<file path="config.mk">
export PLATFORM = sky130hd
export DESIGN_NAME = sch_decode
export DESIGN_NICKNAME = d
export VERILOG_FILES = /design/src/hdl/segment_charge_histogrammer_macros.svh /design/src/hdl/sch_pkg.sv /design/src/hdl/sch_decode.sv
export SDC_FILE = /design/constraint.sdc
export NUM_CORES = 1
export LEC_CHECK = 0
export BUFFER_PORTS_ARGS = -buffer_cell sky130_fd_sc_hd__buf_2
export CORE_ASPECT_RATIO = 1.5
export CORE_MARGIN = 5
export CORE_UTILIZATION = 38
export DETAILED_ROUTE_END_ITERATION = 8
export GPL_TIMING_DRIVEN = 0
export PLACE_DENSITY = 0.84
export RECOVER_POWER = 25
export SKIP_LAST_GASP = 1
export SYNTH_ARGS = -nofsm -noshare
export SYNTH_HDL_FRONTEND = slang
export SYNTH_SLANG_ARGS = --single-unit
</file>
<file path="constraint.sdc">
create_clock -name vclk -period 5.1
set_clock_uncertainty 0.15 [all_clocks]
set_input_delay 0.51 -clock vclk [all_inputs]
set_output_delay 0.51 -clock vclk [all_outputs]
set_load 0.005 [all_outputs]
</file>
<file path="src/hdl/segment_charge_histogrammer_macros.svh">
// Assertion macros shared by the segment charge histogrammer RTL.
`ifndef SEGMENT_CHARGE_HISTOGRAMMER_MACROS_SVH
`define SEGMENT_CHARGE_HISTOGRAMMER_MACROS_SVH

// Same-cycle implication, clocked on i_clk and switched off while i_rst_n is low.
`define SCH_ASSERT_IMP(label, ante, cons, msg) \
    label: assert property (@(posedge i_clk) disable iff (!i_rst_n) (ante) |-> (cons)) \
        else $error(msg);

// Next-cycle implication, clocked on i_clk and switched off while i_rst_n is low.
`define SCH_ASSERT_NXT(label, ante, cons, msg) \
    label: assert property (@(posedge i_clk) disable iff (!i_rst_n) (ante) |=> (cons)) \
        else $error(msg);

`endif

</file>
<file path="src/hdl/sch_pkg.sv">
// Types and constants shared by the segment charge histogrammer modules.
`timescale 1ns / 1ps

package sch_pkg;

    localparam int POS_W      = 5;
    localparam int CRY_W      = 2;
    localparam int SEG_W      = 4;
    localparam int CHARGE_W   = 32;
    localparam int RBIN_W     = 10;
    localparam int POS_PAT_W  = 16;
    localparam int CRY_PAT_W  = 4;
    localparam int SEG_PAT_W  = 10;
    localparam int COUNT_W    = 32;

    // Widest row index and bin index over the allowed geometry.
    localparam int ROW_MAX_W  = 11;
    localparam int BIN_MAX_W  = 15;

    // Overflow bin sits this far below the top of the histogram.
    localparam int OVF_OFFSET = 10;

    localparam int OUT_DEPTH  = 4;
    localparam int OUT_PTR_W  = 2;
    localparam int OUT_CNT_W  = 3;

    typedef struct packed {
        logic                 mode;
        logic [POS_W-1:0]     position;
        logic [CRY_W-1:0]     crystal;
        logic [SEG_W-1:0]     segment;
        logic [CHARGE_W-1:0]  charge;
        logic [RBIN_W-1:0]    read_bin;
        logic                 array_has_hits;
        logic [POS_PAT_W-1:0] position_pattern;
        logic                 detector_has_hits;
        logic [CRY_PAT_W-1:0] crystal_pattern;
        logic                 crystal_has_energy;
        logic [SEG_PAT_W-1:0] segment_pattern;
    } t_item;

    typedef struct packed {
        logic                 is_read;
        logic                 count;
        logic                 zero;
        logic [ROW_MAX_W-1:0] row;
        logic [BIN_MAX_W-1:0] bin;
    } t_req;

endpackage

</file>
<file path="src/hdl/sch_decode.sv">
// Decodes one input transaction into a row, a bin and the hit gating result.
`timescale 1ns / 1ps

module sch_decode
    import sch_pkg::*;
#(
    parameter int POSITIONS = 16,
    parameter int CRYSTALS  = 4,
    parameter int SEGMENTS  = 10,
    parameter int BINS      = 1024
) (
    input  t_item i_item,
    output t_req  o_req
);

    logic                 w_pos_ok;
    logic                 w_cry_ok;
    logic                 w_seg_ok;
    logic                 w_addr_ok;
    logic [POS_W-2:0]     w_pos_m1;
    logic [ROW_MAX_W-1:0] w_row;
    logic [15:0]          w_seg_pat;
    logic                 w_gates;
    logic                 w_charge_in;
    logic [BIN_MAX_W-1:0] w_rec_bin;
    logic                 w_rbin_ok;

    assign w_pos_ok  = (i_item.position != '0) && (i_item.position <= POS_W'(POSITIONS));
    assign w_cry_ok  = {2'b00, i_item.crystal} < 4'(CRYSTALS);
    assign w_seg_ok  = {1'b0, i_item.segment} < 5'(SEGMENTS);
    assign w_addr_ok = w_pos_ok && w_cry_ok && w_seg_ok;

    assign w_pos_m1  = w_pos_ok ? (POS_W-1)'(i_item.position - POS_W'(1)) : '0;
    assign w_row     = ROW_MAX_W'((32'(w_pos_m1) * 32'(CRYSTALS) + 32'(i_item.crystal))
                       * 32'(SEGMENTS) + 32'(i_item.segment));

    assign w_seg_pat = {6'b000000, i_item.segment_pattern};
    assign w_gates   = i_item.array_has_hits && i_item.position_pattern[w_pos_m1]
                       && i_item.detector_has_hits && i_item.crystal_pattern[i_item.crystal]
                       && i_item.crystal_has_energy && w_seg_pat[i_item.segment];

    assign w_charge_in = !i_item.charge[CHARGE_W-1]
                         && (i_item.charge[CHARGE_W-2:0] < (CHARGE_W-1)'(BINS));
    assign w_rec_bin   = w_charge_in ? i_item.charge[BIN_MAX_W-1:0]
                                     : BIN_MAX_W'(BINS - OVF_OFFSET);
    assign w_rbin_ok   = {6'b000000, i_item.read_bin} < 16'(BINS);

    always_comb begin
        o_req.is_read = i_item.mode;
        o_req.count   = !i_item.mode && w_addr_ok && w_gates;
        o_req.zero    = !(w_addr_ok && w_rbin_ok);
        o_req.row     = w_addr_ok ? w_row : '0;
        if (i_item.mode) begin
            o_req.bin = (w_addr_ok && w_rbin_ok) ? BIN_MAX_W'(i_item.read_bin) : '0;
        end else begin
            o_req.bin = w_rec_bin;
        end
    end

endmodule

</file>
==> results.cfg <==
[finish]
most-common-layout-cells = buf_2, nor2_1, nand2_1
diodes = 0
final_common_cell = buf_2
regArea_um2 = 0
clockBufferCount = 0
nFillCells = 293
drive_above_1_share = 0.465
finalNetCount = 390
final_cells = 327
areaGrowthSynthToFinish_pct = 56.8
seq_cells = 0
final_util = 0.627

[drt]
drtIter0Drc = 22
routed_via_density = 5.01
routed_wirelength_mm = 4.29
drc = 0
wire_per_inst_um = 13.1
ant_nets = 0
vias = 1637
drtPass1Iterations = 4

[power_and_ir_drop]
peakVddDrop_v = 0.0000498
p_int_mw = 0.0862
pwr-share-comb = 1.000
powerDensity_mw_per_mm2 = 88.9
p_sw_frac = 0.475
p_leak_nw = 0.957
seq_power_share = 0
switchingPower_mw = 0.0779
power_frac_clock = 0

[placed_design]
dp_slack_ns = 0.0839
dpl.hpwl_mm = 3.84
io_buffers = 108
placedCellCount = 322
gp_congestion = 0.924

[grt]
grt_first_pass_wirelength_mm = 7.09
grt_pass1_vias = 1660
track_usage = 0.189
gr-total-overflow = 0
grt_max_degree = 11
antenna_found_initial = 0

[yosys]
synthCells = 170
yosysSeqAreaShare = 0
avgSynthCellArea_um2 = 6.92
synth_warnings = 0
mappedNetlistArea_mm2 = 0.00118
synth_cell_types = 39

[floorplanning]
fp.dieH_um = 78.1
start_util = 0.400
chipWidth_um = 55.4
dieArea_mm2 = 0.00433
ios = 116
coreArea_mm2 = 0.00294
num_rows = 24

[timing]
finalWorstSetupSlack_ns = 0.330
hold_slack_ns = 1.18
max_freq_mhz = 210
drv_slew = 0
hold_viol_final = 0
period_needed_ns = 4.77
post-route-period-util = 0.935
tns_ns = 0
setup_viol = 0

[outcome]
run_status = finished, final reports clean

[hold_path]
hp-class = in2out

[critical_path]
path_max_fanout = 7
end_kind = primary output
cp.arrival_ns = 4.11
cp-start-kind = input pin
crit_type = in2out
worstPathRequired_ns = 4.44

[run]
max_cap_violations = 0
## synthesized netlist by cell type, drive strengths merged, types with 2 or more instances
| cell type | count | area share |
|---|---|---|
| a211oi | 2 | 0.013 |
| a21o | 3 | 0.019 |
| a21oi | 14 | 0.060 |
| a31oi | 2 | 0.011 |
| and2 | 4 | 0.021 |
| buf | 8 | 0.049 |
| clkbuf | 3 | 0.011 |
| fa | 2 | 0.034 |
| ha | 11 | 0.12 |
| inv | 7 | 0.022 |
| mux2i | 4 | 0.034 |
| mux4 | 5 | 0.096 |
| nand2 | 15 | 0.048 |
| nand2b | 2 | 0.011 |
| nand3 | 5 | 0.021 |
| nand4 | 2 | 0.011 |
| nand4b | 2 | 0.015 |
| nor2 | 23 | 0.076 |
| nor2b | 8 | 0.043 |
| nor3 | 7 | 0.030 |
| nor3b | 4 | 0.030 |
| nor4 | 5 | 0.027 |
| o21ai | 11 | 0.050 |
| xnor2 | 8 | 0.060 |
| xor2 | 5 | 0.044 |
## cells by family (layout without fill, tap and decap cells)
| group | count (synthesis) | in the layout | synth area share |
|---|---|---|---|
| and+or+nand+nor | 80 | 80 | 0.351 |
| muxes | 9 | 9 | 0.130 |
| xor gates and xnor gates | 13 | 13 | 0.103 |
| AOI/OAI and AO/OA | 35 | 35 | 0.177 |
| buffers and inverters | 19 | 132 | 0.0851 |
| other | 1 | 6 | 0.00319 |
| adders and majority gates | 13 | 13 | 0.151 |
## layer usage
layer  up-vias  track usage  part of all wire
met2        83        0.399              0.54
met1       717        0.177              0.35
li1        835            -                 -
met4         0       0.0122            0.0019
met5         -            0                 0
met3         2       0.0608              0.11
## worst paths after layout
| kind | start | endpoint | slack, ns | depth (start not counted) |
|---|---|---|---|---|
| max | i_item[81] | o_req[24] | 0.33 | 16 |
| min | i_item[36] | o_req[3] | 1.18 | 4 |
## power by group through the flow
| stage | clock (mW) | combinational [mW] | sequential (mW) |
|---|---|---|---|
| after floorplan | 0 | 0.0939 | 0 |
| after global placement | 0 | 0.156 | 0 |
| after detailed placement | 0 | 0.159 | 0 |
| after CTS | 0 | 0.159 | 0 |
| after global routing | 0 | 0.186 | 0 |
| final | 0 | 0.164 | 0 |
## layout make-up
class	count	area (um^2)	share of cell area
repair buffers	113	577	0.313
well taps	39	48.8	0.0265
plain buffers	11	70.1	0.0380
inverters	8	30.0	0.0163
multi-input cells	156	1120	0.607
## what timing repair did
item                       in CTS  in global routing
resized for setup               0                  5
buffers inserted                0                  5
hold buffers                    0                  0
setup endpoints to repair       0                  1
## per-stage QoR
stage          total power [mW]  area [um^2]
2_1_floorplan            0.0939         1190
3_3_place_gp              0.156         1780
3_5_place_dp              0.159         1780
4_1_cts                   0.159         1780
5_1_grt                   0.186         1840
6_report                  0.164         1840
## critical path: stages
cell and delay, ns:
clkbuf_2 0.15, inv_1 0.20, ha_1 0.26, nor3b_4 0.29, xor2_4 0.25, nor2_2 0.09, ha_1 0.31, inv_1 0.06
fa_1 0.45, xnor2_1 0.27, nand4b_1 0.25, or3b_2 0.49, a21boi_0 0.17, o21ai_0 0.09, a31oi_1 0.13, buf_2 0.13
(Power assumes the default switching activity.)
