--- config.mk ---
export PLATFORM = sky130hd
export DESIGN_NAME = sch_out_fifo
export DESIGN_NICKNAME = d
export VERILOG_FILES = /design/src/hdl/segment_charge_histogrammer_macros.svh /design/src/hdl/sch_pkg.sv /design/src/hdl/sch_out_fifo.sv
export SDC_FILE = /design/constraint.sdc
export NUM_CORES = 1
export LEC_CHECK = 0
export BUFFER_PORTS_ARGS = -buffer_cell sky130_fd_sc_hd__buf_4
export CAP_MARGIN = 5
export CORE_MARGIN = 2
export CORE_UTILIZATION = 45
export DETAILED_ROUTE_END_ITERATION = 10
export PLACE_DENSITY = 0.71
export SLEW_MARGIN = 20
export SYNTH_ARGS = -nofsm -noshare
export SYNTH_HDL_FRONTEND = slang
export SYNTH_SLANG_ARGS = --single-unit
--- constraint.sdc ---
create_clock -name i_clk -period 4.2 [get_ports i_clk]
set_input_delay 0.42 -clock i_clk [delete_from_list [all_inputs] [get_ports i_clk]]
set_output_delay 0.42 -clock i_clk [all_outputs]
set_load 0.02 [all_outputs]
--- src/hdl/segment_charge_histogrammer_macros.svh ---
// Assertion macros shared by the segment charge histogrammer RTL.
`ifndef SEGMENT_CHARGE_HISTOGRAMMER_MACROS_SVH
`define SEGMENT_CHARGE_HISTOGRAMMER_MACROS_SVH

// Same-cycle implication, clocked on i_clk and switched off while i_rst_n is low.
`define SCH_ASSERT_IMP(label, ante, cons, msg) \
    label: assert property (@(posedge i_clk) disable iff (!i_rst_n) (ante) |-> (cons)) \
        else $error(msg);

// Next-cycle implication, clocked on i_clk and switched off while i_rst_n is low.
`define SCH_ASSERT_NXT(label, ante, cons, msg) \
    label: assert property (@(posedge i_clk) disable iff (!i_rst_n) (ante) |=> (cons)) \
        else $error(msg);

`endif

--- src/hdl/sch_pkg.sv ---
// Types and constants shared by the segment charge histogrammer modules.
`timescale 1ns / 1ps

package sch_pkg;

    localparam int POS_W      = 5;
    localparam int CRY_W      = 2;
    localparam int SEG_W      = 4;
    localparam int CHARGE_W   = 32;
    localparam int RBIN_W     = 10;
    localparam int POS_PAT_W  = 16;
    localparam int CRY_PAT_W  = 4;
    localparam int SEG_PAT_W  = 10;
    localparam int COUNT_W    = 32;

    // Widest row index and bin index over the allowed geometry.
    localparam int ROW_MAX_W  = 11;
    localparam int BIN_MAX_W  = 15;

    // Overflow bin sits this far below the top of the histogram.
    localparam int OVF_OFFSET = 10;

    localparam int OUT_DEPTH  = 4;
    localparam int OUT_PTR_W  = 2;
    localparam int OUT_CNT_W  = 3;

    typedef struct packed {
        logic                 mode;
        logic [POS_W-1:0]     position;
        logic [CRY_W-1:0]     crystal;
        logic [SEG_W-1:0]     segment;
        logic [CHARGE_W-1:0]  charge;
        logic [RBIN_W-1:0]    read_bin;
        logic                 array_has_hits;
        logic [POS_PAT_W-1:0] position_pattern;
        logic                 detector_has_hits;
        logic [CRY_PAT_W-1:0] crystal_pattern;
        logic                 crystal_has_energy;
        logic [SEG_PAT_W-1:0] segment_pattern;
    } t_item;

    typedef struct packed {
        logic                 is_read;
        logic                 count;
        logic                 zero;
        logic [ROW_MAX_W-1:0] row;
        logic [BIN_MAX_W-1:0] bin;
    } t_req;

endpackage

--- src/hdl/sch_out_fifo.sv ---
// Small result queue between the update stage and the output stream.
`timescale 1ns / 1ps

module sch_out_fifo
    import sch_pkg::*;
(
    input  logic                 i_clk,
    input  logic                 i_rst_n,
    input  logic                 i_push,
    input  logic [COUNT_W-1:0]   i_push_data,
    input  logic                 i_ready,
    output logic                 o_valid,
    output logic [COUNT_W-1:0]   o_data,
    output logic [OUT_CNT_W-1:0] o_count
);

    logic [COUNT_W-1:0]   r_mem [OUT_DEPTH];
    logic [OUT_PTR_W-1:0] r_wr_ptr;
    logic [OUT_PTR_W-1:0] r_rd_ptr;
    logic [OUT_CNT_W-1:0] r_count;
    logic                 w_pop;

    assign o_valid = r_count != '0;
    assign o_data  = r_mem[r_rd_ptr];
    assign o_count = r_count;
    assign w_pop   = o_valid && i_ready;

    always_ff @(posedge i_clk) begin
        if (i_push) begin
            r_mem[r_wr_ptr] <= i_push_data;
        end
    end

    always_ff @(posedge i_clk) begin
        if (!i_rst_n) begin
            r_wr_ptr <= '0;
            r_rd_ptr <= '0;
            r_count  <= '0;
        end else begin
            if (i_push) begin
                r_wr_ptr <= r_wr_ptr + OUT_PTR_W'(1);
            end
            if (w_pop) begin
                r_rd_ptr <= r_rd_ptr + OUT_PTR_W'(1);
            end
            case ({i_push, w_pop})
                2'b10:   r_count <= r_count + OUT_CNT_W'(1);
                2'b01:   r_count <= r_count - OUT_CNT_W'(1);
                default: r_count <= r_count;
            endcase
        end
    end

endmodule

==> results.sh <==
export IMPL_synth_xor_area_share=0.00856
export IMPL_cts_setup_buffers=0
export IMPL_rsz0062_at_grt="false"
export IMPL_antenna_left=0
export IMPL_port_buffers=71
export IMPL_min_from="i_push_data[11]"
export IMPL_yosys_area_top_type="edfxtp_1"
export IMPL_min_to="r_mem[0][11]"
export IMPL_synthTopCellsByArea="edfxtp_1 75%, mux4_2 13%, dfxtp_1 3.5%"
export IMPL_skew_ns=0.00813
export IMPL_arrival_ns=2.37
export IMPL_grt_usage=0.151
export IMPL_min_path_cells=1
export IMPL_ys_seq_area_frac=0.786
export IMPL_synth_compound_area_frac=0.00685
export IMPL_die_w_um=111
export IMPL_cts_root_buf="clkbuf_16"
export IMPL_critPathMaxStageDelay_ns=0.81
export IMPL_synth_mux_area_frac=0.144
export IMPL_reg2reg_slack_ns=2.23
export IMPL_antenna_found_initial=0
export IMPL_num_rows=38
export IMPL_power_density_nw_per_um2=611
export IMPL_clkLatencyLatePin_ns=0.41
export IMPL_cpMaxStageDelayCell="dfxtp_2"
export IMPL_cts_buffer_depth=2
export IMPL_max_freq_ghz=0.359
export IMPL_worstMarginPinSlew_ns=0.904
export IMPL_yosysMostFrequentCell="edfxtp_1"
export IMPL_synth_nets=255
export IMPL_peakVddDrop_mv=0.299
export IMPL_avgRoutedWirePerCell_um=18.9
export IMPL_rr_startpoint="o_count[0]"
export IMPL_path_cells="buf_4 -> mux4_2 -> buf_4"
export IMPL_cp_start_kind="flip-flop"
export IMPL_rr_endpoint="o_count[2]"
export IMPL_ys_types=21
export IMPL_status="finished clean"
export IMPL_drt_iter0_markers=101
export IMPL_hold_violations=0
export IMPL_core_um2=11000
export IMPL_ys_async_sr_fraction=0
export IMPL_synth_area_um2=5120
export IMPL_first_pass_iters=4
export IMPL_end_kind="primary output"
export IMPL_use_met3=0.0488
export IMPL_rr_worst_depth=7
export IMPL_cts_hold_buffers=0
export IMPL_grt_max_degree=33
export IMPL_crit_top_cell="buf_4"
export IMPL_required_ns=3.78
export IMPL_leakage_nw=2.20
export IMPL_syn_inst=213
export IMPL_wirelength_mm=8.51
export IMPL_max_slew_margin_rel=0.398
export IMPL_drc=0
export IMPL_period_needed_ns=2.79
export IMPL_grt_pass1_vias=2569
export IMPL_worstHoldPathType="primary input to flip-flop"
export IMPL_synth_common_cells="128 x edfxtp_1, 30 x mux4_2, 9 x dfxtp_1"
export IMPL_final_setup_tns_ns=0
export IMPL_worstPathMaxFanout=20
export IMPL_synth_top_family_by_area="multiplexers"
export IMPL_met1_usage=0.185
export IMPL_n_fill_cell=798
export IMPL_max_cap_violations=0
export IMPL_post_synth_cell_area_avg_um2=24.0
export IMPL_via_per_inst=5.12
export IMPL_slew_violations=0
export IMPL_ys_warn_count=0
export IMPL_worstSetupPathType="flip-flop to primary output"
export IMPL_busiest_layer="met2"
export IMPL_cp_num_buf_inv=2
export IMPL_synth_top_area_share=0.751
export IMPL_grt_overflow=0
export IMPL_antennaDiodeCount=0
export IMPL_initial_core_util=0.466
export IMPL_synth_seq_cells=137
export IMPL_cp_top_family="flip-flops"
export IMPL_synth_adder_area_share=0.0161
export IMPL_postLayoutCoreUtil=0.580
export IMPL_clk_pin_slew_ns=0.06
export IMPL_postCtsResizedCells=0
export IMPL_area_growth_pct=24.4
export IMPL_grt_use_met2=0.244
export IMPL_dp_hpwl_mm=5.04
export IMPL_clock_sinks=137
export IMPL_fp_dieH_um=111
export IMPL_place_congestion=0.685
export IMPL_dieArea_um2=12200
export IMPL_synth_edff_count=128
export IMPL_synthFlopType="edfxtp_1"
export IMPL_numCtsBuffers=17
export IMPL_grt_first_pass_wirelength_mm=13.7
export IMPL_setup_violations=0
export IMPL_fin_crit_sh=0.663
export IMPL_vias=2302
export IMPL_drive_gt1_frac=0.442
export IMPL_synth_simple_area_share=0.0166
export IMPL_nets=339
export IMPL_ios=72
export IMPL_htree_num_levels=4
export IMPL_cts_tree="built"
## flip-flops by register name, summed over array words and instances (netlist names), named ones only
register and count:
r_mem 128, r_wr_ptr 2, r_rd_ptr 2, o_count 3
## power by group
part,internal [mW],switching [mW],leakage (nW),total [mW]
Combinational,0.377,0.347,0.644,0.724
Sequential,1.58,0.0903,1.25,1.67
Clock,0.958,0.534,0.306,1.49
Total,2.92,0.972,2.20,3.89
## cells by family after synthesis
kind of cell | after synthesis
buffers and inverters | 13
XOR/XNOR | 5
AND/OR/NAND/NOR | 14
AO/OA/AOI/OAI | 5
multiplexers | 33
adder cells (fa/ha/maj) | 6
flip-flops | 137
## metrics by stage
step           cell area (um^2)  power, mW  setup WS [ns]  cells  hold slack (ns)
3_5_place_dp               5750       2.44           1.78    418            0.539
3_3_place_gp               5750       2.42           1.80    418            0.526
4_1_cts                    6370       3.93           1.34    450            0.197
6_report                   6370       3.89           1.41    450            0.210
5_1_grt                    6370       4.04           1.23    450            0.196
2_1_floorplan              5120       2.19           2.25    213            0.519
## how the worst max path moves through the flow
| stage | from | end | depth (start not counted) |
|---|---|---|---|
| 3_3_place_gp | flip-flop | o_data[23] | 3 |
| 3_5_place_dp | flip-flop | o_data[23] | 3 |
| 4_1_cts | flip-flop | o_data[23] | 3 |
| 2_1_floorplan | o_count[0] | o_count[2] | 7 |
| 6_report | flip-flop | o_data[23] | 3 |
| 5_1_grt | flip-flop | o_data[4] | 3 |
## area by class of cell
type                    instances  area [um^2]  area share
multi-input cells              63          990       0.155
flip-flops and latches        137         4030       0.632
well taps                     140          175      0.0275
clock buffers                  24          537      0.0843
inverters                       6         22.5     0.00354
clock inverters                 8         76.3      0.0120
repair buffers                 72          541      0.0849
## worst register-to-register path, stage by stage (launching register included)
cell	delay, ns
dfxtp_1	0.43
o31a_1	0.22
ha_1	0.20
inv_1	0.06
fa_1	0.37
xor2_1	0.16
or3_1	0.30
a21boi_0	0.15
## placed cells by master (no fill, tap or decap), drive strengths merged
cell and instances:
buf 72, a21boi 1, o311ai 1, or3 2, fa 1, dfxtp 9
o31a 1, nor2b 3, mux2i 1, clkinv 3, o21ai 2, ha 5
bufinv 1, inv 10, nand2 1, and2 8, xnor2 3, clkbuf 24
mux4 32, xor2 2, edfxtp 128
## per-layer routing
metal,up-vias,share of wire
li1,1050,-
met1,1178,0.42
met2,61,0.52
met3,13,0.046
met4,0,0.017
met5,-,0
(Power assumes the default switching activity.)
